==> config.mk <==
export PLATFORM = sky130hd
export DESIGN_NAME = tlb_lru_replace
export DESIGN_NICKNAME = d
export VERILOG_FILES = /design/src/tlb_lru_pkg.sv /design/src/tlb_lru_array.sv /design/src/tlb_lru_replace.sv
export SDC_FILE = /design/constraint.sdc
export NUM_CORES = 2
export LEC_CHECK = 0
export BUFFER_PORTS_ARGS = -buffer_cell sky130_fd_sc_hd__buf_2
export CAP_MARGIN = 15
export CORE_MARGIN = 4
export CORE_UTILIZATION = 29
export CTS_CLUSTER_SIZE = 40
export DETAILED_ROUTE_END_ITERATION = 7
export PLACE_DENSITY = 0.49
export SLEW_MARGIN = 25
export SYNTH_ARGS = -nofsm -noshare
export SYNTH_HDL_FRONTEND = slang
export SYNTH_SLANG_ARGS = --single-unit
export TNS_END_PERCENT = 50
==> constraint.sdc <==
create_clock -name clk -period 7.61 [get_ports clk]
set_input_delay 0.3805 -clock clk [delete_from_list [all_inputs] [get_ports clk]]
set_output_delay 0.3805 -clock clk [all_outputs]
set_load 0.01 [all_outputs]
==> src/tlb_lru_pkg.sv <==
// tlb_lru_pkg: shared types and constants for the lru translation buffer
// used by tlb_lru_array, tlb_lru_replace and tlb_lru_checker; no dependencies
package tlb_lru_pkg;

  // default table depth and capacity register layout
  localparam int            ENTRIES_DEF = 16;
  localparam int            CAP_W       = 5;
  localparam logic [CAP_W-1:0] CAP_RESET = 5'd16;

  // request function codes
  localparam logic FUNC_TOUCH = 1'b0;
  localparam logic FUNC_FILL  = 1'b1;

  // request payload
  typedef struct packed {
    logic        func;
    logic [31:0] vpn;
    logic [31:0] pfn;
  } req_t;

  // result payload
  typedef struct packed {
    logic        hit;
    logic [31:0] frame;
    logic        evicted;
    logic [31:0] evicted_vpn;
  } rsp_t;

endpackage

==> src/tlb_lru_array.sv <==
// tlb_lru_array: entry storage, parallel tag compare and exact recency ranks
// depends on tlb_lru_pkg for the request and result types
module tlb_lru_array #(
  parameter int ENTRIES = tlb_lru_pkg::ENTRIES_DEF
) (
  input  logic                          clk,
  input  logic                          rst_n,
  input  logic [tlb_lru_pkg::CAP_W-1:0] cap_i,
  input  logic                          step_i,
  input  tlb_lru_pkg::req_t             req_i,
  output tlb_lru_pkg::rsp_t             rsp_o
);

  localparam int AGE_W = $clog2(ENTRIES);
  localparam int CNT_W = $clog2(ENTRIES + 1);
  localparam int CMP_W = (CNT_W > tlb_lru_pkg::CAP_W) ? CNT_W : tlb_lru_pkg::CAP_W;

  logic [ENTRIES-1:0] valid_r;
  logic [AGE_W-1:0]   age_r   [ENTRIES];
  logic [31:0]        page_r  [ENTRIES];
  logic [31:0]        frame_r [ENTRIES];
  logic [CNT_W-1:0]   count_r;

  logic [ENTRIES-1:0] match;
  logic [ENTRIES-1:0] victim_oh;
  logic [ENTRIES-1:0] free_oh;
  logic [ENTRIES-1:0] target_oh;
  logic [ENTRIES-1:0] inv;
  logic [31:0]        hit_frame;
  logic [31:0]        victim_page;
  logic [AGE_W-1:0]   old_age;
  logic [CMP_W-1:0]   cap_eff;
  logic               hit;
  logic               is_fill;
  logic               fill_ok;
  logic               full;
  logic               do_promote;
  logic               do_insert;
  logic               do_evict;

  // tag compare, victim search and one-hot reads
  always_comb begin
    hit_frame   = '0;
    victim_page = '0;
    old_age     = '0;
    for (int i = 0; i < ENTRIES; i++) begin
      match[i]     = valid_r[i] && (page_r[i] == req_i.vpn);
      victim_oh[i] = valid_r[i] && (CNT_W'(age_r[i]) == count_r - CNT_W'(1));
      if (match[i]) begin
        hit_frame = hit_frame | frame_r[i];
        old_age   = old_age | age_r[i];
      end
      if (victim_oh[i]) begin
        victim_page = victim_page | page_r[i];
      end
    end
  end

  // lowest free slot
  assign inv     = ~valid_r;
  assign free_oh = inv & (~inv + ENTRIES'(1));

  // effective capacity, clamped to the table depth
  assign cap_eff = (CMP_W'(cap_i) > CMP_W'(ENTRIES)) ? CMP_W'(ENTRIES) : CMP_W'(cap_i);

  assign hit        = |match;
  assign is_fill    = (req_i.func == tlb_lru_pkg::FUNC_FILL);
  assign fill_ok    = is_fill && (cap_eff != '0);
  assign full       = CMP_W'(count_r) >= cap_eff;
  assign do_promote = hit && (!is_fill || fill_ok);
  assign do_insert  = fill_ok && !hit;
  assign do_evict   = do_insert && full;
  assign target_oh  = do_evict ? victim_oh : free_oh;

  // result
  always_comb begin
    rsp_o.hit         = hit;
    rsp_o.frame       = (hit && !is_fill) ? hit_frame : '0;
    rsp_o.evicted     = do_evict;
    rsp_o.evicted_vpn = do_evict ? victim_page : '0;
  end

  // valid bits, recency ranks and occupancy
  always_ff @(posedge clk) begin
    if (!rst_n) begin
      valid_r <= '0;
      count_r <= '0;
      for (int i = 0; i < ENTRIES; i++) begin
        age_r[i] <= '0;
      end
    end else if (step_i) begin
      for (int i = 0; i < ENTRIES; i++) begin
        if (do_promote) begin
          if (match[i]) begin
            age_r[i] <= '0;
          end else if (valid_r[i] && (age_r[i] < old_age)) begin
            age_r[i] <= age_r[i] + AGE_W'(1);
          end
        end else if (do_insert) begin
          if (target_oh[i]) begin
            valid_r[i] <= 1'b1;
            age_r[i]   <= '0;
          end else if (valid_r[i]) begin
            age_r[i] <= age_r[i] + AGE_W'(1);
          end
        end
      end
      if (do_insert && !do_evict) begin
        count_r <= count_r + CNT_W'(1);
      end
    end
  end

  // page and frame storage
  always_ff @(posedge clk) begin
    if (step_i) begin
      for (int i = 0; i < ENTRIES; i++) begin
        if (do_insert && target_oh[i]) begin
          page_r[i]  <= req_i.vpn;
          frame_r[i] <= req_i.pfn;
        end else if (fill_ok && match[i]) begin
          frame_r[i] <= req_i.pfn;
        end
      end
    end
  end

endmodule

==> src/tlb_lru_replace.sv <==
// Fully associative translation buffer with exact lru replacement. A request
// is a touch (lookup, marks the page most recent on a hit) or a fill (writes
// a mapping, updating in place or evicting the least recent entry when the
// capacity register is reached; capacity zero disables fills). One request
// is taken every cycle while the output is not stalled; the request is
// registered, then compared against all tags in parallel, and the entry
// array is updated in the same cycle the result is registered. The
// capacity register may only be written while no request is in flight.
// tlb_lru_replace: top level with handshake registers and capacity register
// depends on tlb_lru_pkg and tlb_lru_array
module tlb_lru_replace #(
  parameter int ENTRIES = tlb_lru_pkg::ENTRIES_DEF
) (
  input  logic                          clk,
  input  logic                          rst_n,
  input  logic                          cfg_we,
  input  logic [tlb_lru_pkg::CAP_W-1:0] cfg_wdata,
  input  logic                          in_valid,
  output logic                          in_ready,
  input  tlb_lru_pkg::req_t             in_req,
  output logic                          out_valid,
  input  logic                          out_ready,
  output tlb_lru_pkg::rsp_t             out_rsp
);

  logic [tlb_lru_pkg::CAP_W-1:0] cap_r;
  logic                          in_v_r;
  tlb_lru_pkg::req_t             in_req_r;
  logic                          out_v_r;
  tlb_lru_pkg::rsp_t             out_rsp_r;
  tlb_lru_pkg::rsp_t             rsp_nxt;
  logic                          advance;

  // a request leaves the input register when the result slot is free
  assign advance   = in_v_r && (!out_v_r || out_ready);
  assign in_ready  = !in_v_r || advance;
  assign out_valid = out_v_r;
  assign out_rsp   = out_rsp_r;

  // capacity register
  always_ff @(posedge clk) begin
    if (!rst_n) begin
      cap_r <= tlb_lru_pkg::CAP_RESET;
    end else if (cfg_we) begin
      cap_r <= cfg_wdata;
    end
  end

  // input and result valid flags
  always_ff @(posedge clk) begin
    if (!rst_n) begin
      in_v_r  <= 1'b0;
      out_v_r <= 1'b0;
    end else begin
      if (in_ready) begin
        in_v_r <= in_valid;
      end
      if (advance) begin
        out_v_r <= 1'b1;
      end else if (out_ready) begin
        out_v_r <= 1'b0;
      end
    end
  end

  // payload registers
  always_ff @(posedge clk) begin
    if (in_valid && in_ready) begin
      in_req_r <= in_req;
    end
    if (advance) begin
      out_rsp_r <= rsp_nxt;
    end
  end

  tlb_lru_array #(
    .ENTRIES (ENTRIES)
  ) u_array (
    .clk    (clk),
    .rst_n  (rst_n),
    .cap_i  (cap_r),
    .step_i (advance),
    .req_i  (in_req_r),
    .rsp_o  (rsp_nxt)
  );

endmodule

Yosys cells after proc, flatten, opt, wreduce, memory -nomap -nowiden
Memories as Yosys holds them, arrays and structs flattened.
Index checks and enable logic that the tools add are counted.
- bits in writable memories: 1088
- output and inout port bits: 68
- bits in registers: 159
- bits of input ports: 75
- memories kept: 3
- word-level logic and storage cells: 973
- multiplexer cells: 629
- bitwise logic cells: 129
- magnitude comparators: 18
- reductions and logical operators: 116
- $add $sub $neg: 19
- eq/ne operators: 32
- memory list (name ; words ; width ; rd ports ; clocked after Yosys merged registers in ; write ports ; RTL line ; RTL):
    u_array.frame_r ; 16 ; 32 ; 16 ; 0 ; 16 ; tlb_lru_array.sv:21 ; logic [31:0] frame_r [ENTRIES];
    u_array.page_r ; 16 ; 32 ; 16 ; 0 ; 16 ; tlb_lru_array.sv:20 ; logic [31:0] page_r [ENTRIES];
    u_array.age_r ; 16 ; 4 ; 16 ; 0 ; 16 ; tlb_lru_array.sv:19 ; logic [AGE_W-1:0] age_r [ENTRIES];
- operators with widths (kind ; count):
    two-way mux 32 bit ; 48
    OR 32 bit ; 30
    == test 32 bit ; 16
    two-way mux 1 bit ; 499
    two-way mux 4 bit ; 80
    logical AND 1 bit ; 88
    == test 4 x 5 -> 1 bit ; 16
    OR 1 bit ; 80
    adder 4 x 1 -> 4 bit (second input constant) ; 16
    < comparator 4 bit ; 16
    AND reduction 4 bit ; 16
    OR 4 bit ; 15
    inverter 16 bit ; 2
    adder 16 x 1 -> 16 bit (second input constant) ; 1
    bitwise AND 16 bit ; 1
    two-way mux 16 bit ; 1
    OR reduction 16 bit ; 1
    adder 5 x 1 -> 5 bit (second input constant) ; 1
    >= comparator 5 bit ; 1
    > comparator 5 bit (second input constant) ; 1
    logical NOT 1 bit ; 5
    two-way mux 5 bit ; 1
    nonzero test 5 bit ; 1
    subtractor 5 x 1 -> 5 bit (second input constant) ; 1
    4 further kinds ; 6

Depth between registers and ports, before layout
- depth after elaboration: 44
- gate-level depth with buffers: 17

Hierarchy
Synthesis repeated with hierarchy kept, for this count alone.
- cells, all modules: 3593
- area, all modules: 54121.9 um^2
- by module, submodules not included (module ; cells an instance ; sequential area each (um^2) ; instances ; area each (um^2)):
    tlb_lru_array ; 3437 ; 33091.7 ; 1 ; 49894.1
    tlb_lru_replace ; 156 ; 4073.9 ; 1 ; 4227.8

Worst setup path after synthesis
OpenSTA, ideal clock, no wires.
- path kind: register -> register
- from: register out_v_r (netlist: out_valid)
- to: memory u_array.frame_r[1][0] (enable)
- period minus slack after synthesis: 8.383 ns
- cell stages (with the launch flop): 8
- path slack: -0.773 ns
- arrival time: 7.995 ns
- path buffers: 2
- path through: dfxtp_1 > nor2b_1 > nor2b_1 > nand2_1 > buf_2 > buf_2 > nor3_1 > a21o_1
- RTL lines (element ; RTL line ; RTL):
    start: declaration ; tlb_lru_replace.sv:29 ; logic out_v_r;
    start signal: assignment ; tlb_lru_replace.sv:53 ; out_v_r <= 1'b0;
    start signal: assignment ; tlb_lru_replace.sv:59 ; out_v_r <= 1'b1;
    start signal: assignment ; tlb_lru_replace.sv:61 ; out_v_r <= 1'b0;
    end: declaration ; tlb_lru_array.sv:21 ;

==> report_table.html <==
<table>
<tr><th>Metric</th><th>Value</th></tr>
<tr><th colspan="2">Detailed routing</th></tr>
<tr><td>Metal-1 WL</td><td>approximately 93000 um</td></tr>
<tr><td>Average wire length per cell after detail routing</td><td>between 30 and 40 um</td></tr>
<tr><td>Vias per cell</td><td>about 5.6</td></tr>
<tr><td>Post-detailed-route count of antenna-violating nets</td><td>0</td></tr>
<tr><td>Overall via count from detail_route</td><td>roughly 36000</td></tr>
<tr><td>Final WL</td><td>roughly 220000 um</td></tr>
<tr><td>Iteration-0 DRC Markers</td><td>between 5000 and 6000</td></tr>
<tr><td>Met3 Wirelength</td><td>around 21000 um</td></tr>
<tr><td>DR top layer</td><td>met5</td></tr>
<tr><td>First-pass DRT Iterations</td><td>6</td></tr>
<tr><td>DRC</td><td>0</td></tr>
<tr><td>Routed wl met2</td><td>about 97000 um</td></tr>
<tr><th colspan="2">STA</th></tr>
<tr><td>Worst-Margin Slew</td><td>1120 ps</td></tr>
<tr><td>Post-route worst setup slack</td><td>~1200 ps</td></tr>
<tr><td>Unrepaired setup endpoints after global routing</td><td>false</td></tr>
<tr><td>Clock period minus worst slack</td><td>approximately 6400 ps</td></tr>
<tr><td>Maximum operating frequency</td><td>between 150 and 200 MHz</td></tr>
<tr><td>Final clock period utilization by the worst path</td><td>0.843</td></tr>
<tr><td>Accumulated negative setup slack</td><td>0 ps</td></tr>
<tr><td>Final setup skew</td><td>approximately 40 ps</td></tr>
<tr><td>Max-slew headroom at the worst pin</td><td>0.244</td></tr>
<tr><td>Total count of hold-check failures in the final report</td><td>0</td></tr>
<tr><td>Worst hold slack after final layout</td><td>about 220 ps</td></tr>
<tr><td>Number of max-slew violations in the final report</td><td>0</td></tr>
<tr><td>Number of setup violations in the final report</td><td>0</td></tr>
<tr><th colspan="2">Critical path</th></tr>
<tr><td>Endpoint class of the critical path</td><td>flop</td></tr>
<tr><td>Worst Setup Start Kind</td><td>flop</td></tr>
<tr><td>Crit path arrival time</td><td>between 7000 and 8000 ps</td></tr>
<tr><td>Cell count of the worst reg-to-reg path</td><td>14</td></tr>
<tr><td>CP max FO</td><td>38</td></tr>
<tr><td>Critical Path RT</td><td>about 8200 ps</td></tr>
<tr><td>Worst flop-to-flop path endpoint</td><td>u_array.age_r[0][59]</td></tr>
<tr><td>Worst reg2reg startpoint</td><td>in_req_r[35]</td></tr>
<tr><td>Path type of the worst setup path</td><td>flop to flop</td></tr>
<tr><td>Reg2reg setup slack</td><td>1190 ps</td></tr>
<tr><th colspan="2">Synth</th></tr>
<tr><td>Warnings from Yosys</td><td>0</td></tr>
<tr><td>Largest cells by area after synthesis</td><td>sky130_fd_sc_hd__edfxtp_1 67%, sky130_fd_sc_hd__xnor2_1 7.4%, sky130_fd_sc_hd__a22oi_1 3.5%</td></tr>
<tr><td>Number of instances in the synthesized netlist</td><td>~3600</td></tr>
<tr><td>Number of flip-flops and latches in the synthesized netlist</td><td>between 1000 and 1500</td></tr>
<tr><td>Top FF cell, synth</td><td>sky130_fd_sc_hd__edfxtp_1</td></tr>
<tr><td>Share of the yosys chip area belonging to registers</td><td>0.682</td></tr>
<tr><td>Area share of the largest cell type after synthesis</td><td>0.672</td></tr>
<tr><td>Cell Area, Synth</td><td>around 55000 sq um</td></tr>
<tr><td>Number of distinct library cell variants in the gate-level netlist after synthesis</td><td>between 70 and 80</td></tr>
<tr><td>Async S/R FF share, synth</td><td>0</td></tr>
<tr><td>Net count after synthesis</td><td>around 3700</td></tr>
<tr><td>Cell type with the largest total area after synthesis</td><td>sky130_fd_sc_hd__edfxtp_1</td></tr>
<tr><td>Count of flip-flops with a built-in enable after synthesis</td><td>1219</td></tr>
<tr><td>Avg Synthesized Cell Area</td><td>around 15 sq um</td></tr>
<tr><th colspan="2">Die</th></tr>
<tr><td>Number of rows in the core area</td><td>158</td></tr>
<tr><td>Die boundary height</td><td>around 440 um</td></tr>
<tr><td>Die span in x</td><td>442 um</td></tr>
<tr><td>CORE AREA</td><td>about 190000 sq um</td></tr>
<tr><td>Area of the die</td><td>slightly below 200000 sq um</td></tr>
<tr><td>Effective utilization at floorplan</td><td>0.293</td></tr>
<tr><td>Io pins</td><td>143</td></tr>
<tr><th colspan="2">Power</th></tr>
<tr><td>Leakage dissipation</td><td>19.9 nW</td></tr>
<tr><td>Design Power</td><td>roughly 16 mW</td></tr>
<tr><td>Largest voltage drop on the vdd net</td><td>approximately 240 uV</td></tr>
<tr><td>Power per Cell Area</td><td>about 240 nW/um^2</td></tr>
<tr><th colspan="2">Worst hold path</th></tr>
<tr><td>Path type of the worst min-delay path</td><td>input port to flop</td></tr>
<tr><td>Beginning of the worst hold path</td><td>rst_n</td></tr>
<tr><td>Worst Hold Path Cells</td><td>2</td></tr>
<tr><td>WHS Endpoint</td><td>u_array.valid_r[11]</td></tr>
<tr><th colspan="2">CTS</th></tr>
<tr><td>Clock network latency to the later pin of the worst-skew pair</td><td>approximately 820 ps</td></tr>
<tr><td>Inserted Clock Buffers</td><td>approximately 140</td></tr>
<tr><td>Clock-pin slew on the worst setup and hold paths</td><td>roughly 70 ps</td></tr>
<tr><td>TritonCTS clock tree</td><td>yes</td></tr>
<tr><td>CTS H-tree lvls</td><td>4</td></tr>
<tr><td>Clock sink count</td><td>1247</td></tr>
<tr><td>Maximum buffer depth of the clock tree</td><td>3</td></tr>
<tr><td>CTS root buffer</td><td>sky130_fd_sc_hd__clkbuf_16</td></tr>
<tr><th colspan="2">Placement</th></tr>
<tr><td>Worst setup timing slack at the placement stage</td><td>between 1000 and 1500 ps</td></tr>
<tr><td>Total half-perimeter wirelength after legalization and detailed placement</td><td>about 140000 um</td></tr>
<tr><td>Global placement routability congestion</td><td>0.991</td></tr>
<tr><td>Port Buf Inserts</td><td>about 140</td></tr>
<tr><th colspan="2">GRT</th></tr>
<tr><td>Largest net degree at the start of global routing</td><td>39</td></tr>
<tr><td>Final global-route overflow total</td><td>0</td></tr>
<tr><td>Global router's overall resource usage</td><td>0.221</td></tr>
<tr><td>Wire length of the first global-routing pass</td><td>~300000 um</td></tr>
<tr><td>Number of global-route vias before repair</td><td>34800</td></tr>
<tr><td>Antenna violations before repair</td><td>7</td></tr>
<tr><th colspan="2">Final layout</th></tr>
<tr><td>Commonest cells after routing, fill and taps aside</td><td>1219 x sky130_fd_sc_hd__edfxtp_1, 457 x sky130_fd_sc_hd__xnor2_1, 257 x sky130_fd_sc_hd__a22oi_1</td></tr>
<tr><td>Synthesis-to-layout area growth</td><td>17.5%</td></tr>
<tr><td>Final core occ</td><td>0.344</td></tr>
<tr><td>Layout cells sized above 1</td><td>0.147</td></tr>
<tr><td>Total number of nets in the final design</td><td>4028</td></tr>
<tr><td>Most common library cell in the layout ignoring fill and taps</td><td>sky130_fd_sc_hd__edfxtp_1</td></tr>
<tr><th colspan="2">Job</th></tr>
<tr><td>Max-capacitance violation count</td><td>0</td></tr>
<tr><th colspan="2">Outcome</th></tr>
<tr><td>Run status</td><td>complete, no violations</td></tr>
</table>
[where the power goes]
group	internal (mW)	switching, mW
Combinational	0.219	0.444
Sequential	7.61	0.132
Clock	4.23	2.97
Total	12.1	3.54
[critical path, cell delays in order (launching register included)]
cell and delay, ps:
sky130_fd_sc_hd__edfxtp_1 370, sky130_fd_sc_hd__buf_4 270, sky130_fd_sc_hd__xnor2_1 810, sky130_fd_sc_hd__nand4_1 400
sky130_fd_sc_hd__nor4_2 890, sky130_fd_sc_hd__and4_2 430, sky130_fd_sc_hd__buf_4 600, sky130_fd_sc_hd__a22oi_1 270
sky130_fd_sc_hd__nand3_1 130, sky130_fd_sc_hd__nor2_1 190, sky130_fd_sc_hd__buf_4 270, sky130_fd_sc_hd__ha_1 310
sky130_fd_sc_hd__a2111oi_0 590, sky130_fd_sc_hd__a31oi_1 260, sky130_fd_sc_hd__nor4_1 340
[logic make-up (layout without fill, tap and decap cells)]
logic type / after synthesis / in the layout / share of synthesized area
adders and majority gates: 71 / 71 / 0.0163
and+or+nand+nor: 671 / 671 / 0.0662
buffers and inverters: 261 / 667 / 0.0270
muxes: 10 / 10 / 0.00186
xor gates and xnor gates: 595 / 595 / 0.0961
AOI/OAI and AO/OA: 740 / 740 / 0.111
other: 0 / 6 / 0
DFF: 1247 / 1247 / 0.682
[final cells by class]
cell class              count  area (sq um)
repair buffers            358          2550
well taps                2480          3100
flip-flops and latches   1247         37200
diodes                      6          15.0
multi-input cells        2087         16200
fillers                 18000        122000
inverters                  47           176
clock buffers             172          3700
clock inverters            90          1170
[worst max path at each step]
stage               cells after the start    startpoint                     to  slack, ps
global route                           14  in_req_r[35]   u_array.age_r[0][60]       1180
global placement                       14  in_req_r[35]   u_array.age_r[0][11]       1060
finish                                 14  in_req_r[35]   u_array.age_r[0][59]       1190
CTS                                    14  in_req_r[35]   u_array.age_r[0][11]       1410
detailed placement                     14  in_req_r[35]   u_array.age_r[0][34]       1420
floorplan                               7     out_valid  u_array.frame_r[1][0]        750
[per-layer routing]
layer | GRT usage | vias up
met4 | 0.0942 | 4
met5 | 0 | -
met1 | 0.307 | 18900
met3 | 0.0505 | 433
met2 | 0.332 | 2182
li1 | - | 14900
[cell usage after synthesis, types with 4 or more instances]
library cell / n
sky130_fd_sc_hd__nor4_1: 52
sky130_fd_sc_hd__nor2b_1: 12
sky130_fd_sc_hd__inv_1: 46
sky130_fd_sc_hd__a221oi_1: 144
sky130_fd_sc_hd__buf_1: 23
sky130_fd_sc_hd__o221ai_1: 4
sky130_fd_sc_hd__or4_1: 5
sky130_fd_sc_hd__a22o_1: 142
sky130_fd_sc_hd__dfxtp_1: 28
sky130_fd_sc_hd__a21boi_1: 6
sky130_fd_sc_hd__xnor2_1: 458
sky130_fd_sc_hd__edfxtp_1: 1219
sky130_fd_sc_hd__o211a_1: 10
sky130_fd_sc_hd__nor3_1: 62
sky130_fd_sc_hd__o31ai_1: 9
sky130_fd_sc_hd__a31oi_1: 29
sky130_fd_sc_hd__o2111ai_1: 4
sky130_fd_sc_hd__nand2_1: 70
sky130_fd_sc_hd__nand3_1: 96
sky130_fd_sc_hd__a2111oi_0: 20
sky130_fd_sc_hd__o211ai_1: 14
sky130_fd_sc_hd__buf_2: 45
sky130_fd_sc_hd__a21o_1: 15
sky130_fd_sc_hd__a41oi_1: 8
sky130_fd_sc_hd__a211oi_2: 6
sky130_fd_sc_hd__o22ai_1: 4
sky130_fd_sc_hd__and3_1: 31
sky130_fd_sc_hd__o21ai_0: 6
sky130_fd_sc_hd__nand2b_1: 8
sky130_fd_sc_hd__nor3b_1: 4
sky130_fd_sc_hd__nor3_2: 7
sky130_fd_sc_hd__a21oi_1: 29
sky130_fd_sc_hd__buf_6: 36
sky130_fd_sc_hd__clkbuf_1: 73
sky130_fd_sc_hd__a22oi_1: 257
sky130_fd_sc_hd__buf_4: 34
sky130_fd_sc_hd__ha_1: 71
sky130_fd_sc_hd__nand4_1: 149
sky130_fd_sc_hd__and4_1: 9
sky130_fd_sc_hd__xor2_1: 135
sky130_fd_sc_hd__o211ai_2: 5
sky130_fd_sc_hd__nor2_1: 142
sky130_fd_sc_hd__mux2i_1: 9
sky130_fd_sc_hd__or3_1: 6
[per-stage QoR]
stage	area [sq um]	std cells
3_5_place_dp	58400	6140
2_1_floorplan	54500	3595
5_1_grt	64000	6482
6_report	64000	6487
4_1_cts	64000	6481
3_3_place_gp	58300	6139
[sequential cells by signal, summed over array words and instances, names as in the netlist]
register	flops
cap_r	5
u_array.age_r	64
u_array.page_r	512
in_v_r	1
u_array.valid_r	16
u_array.count_r	5
out_rsp	66
in_req_r	65
out_valid	1
u_array.frame_r	512
[what timing repair did]
action | CTS | global route
buffers inserted | 0 | 0
gates resized for setup | 0 | 0
hold buffers | 79 | 0
setup endpoints to repair | 0 | 0
hold endpoints to repair | 72 | 0
No activity file was read; power rests on OpenSTA's default activity.
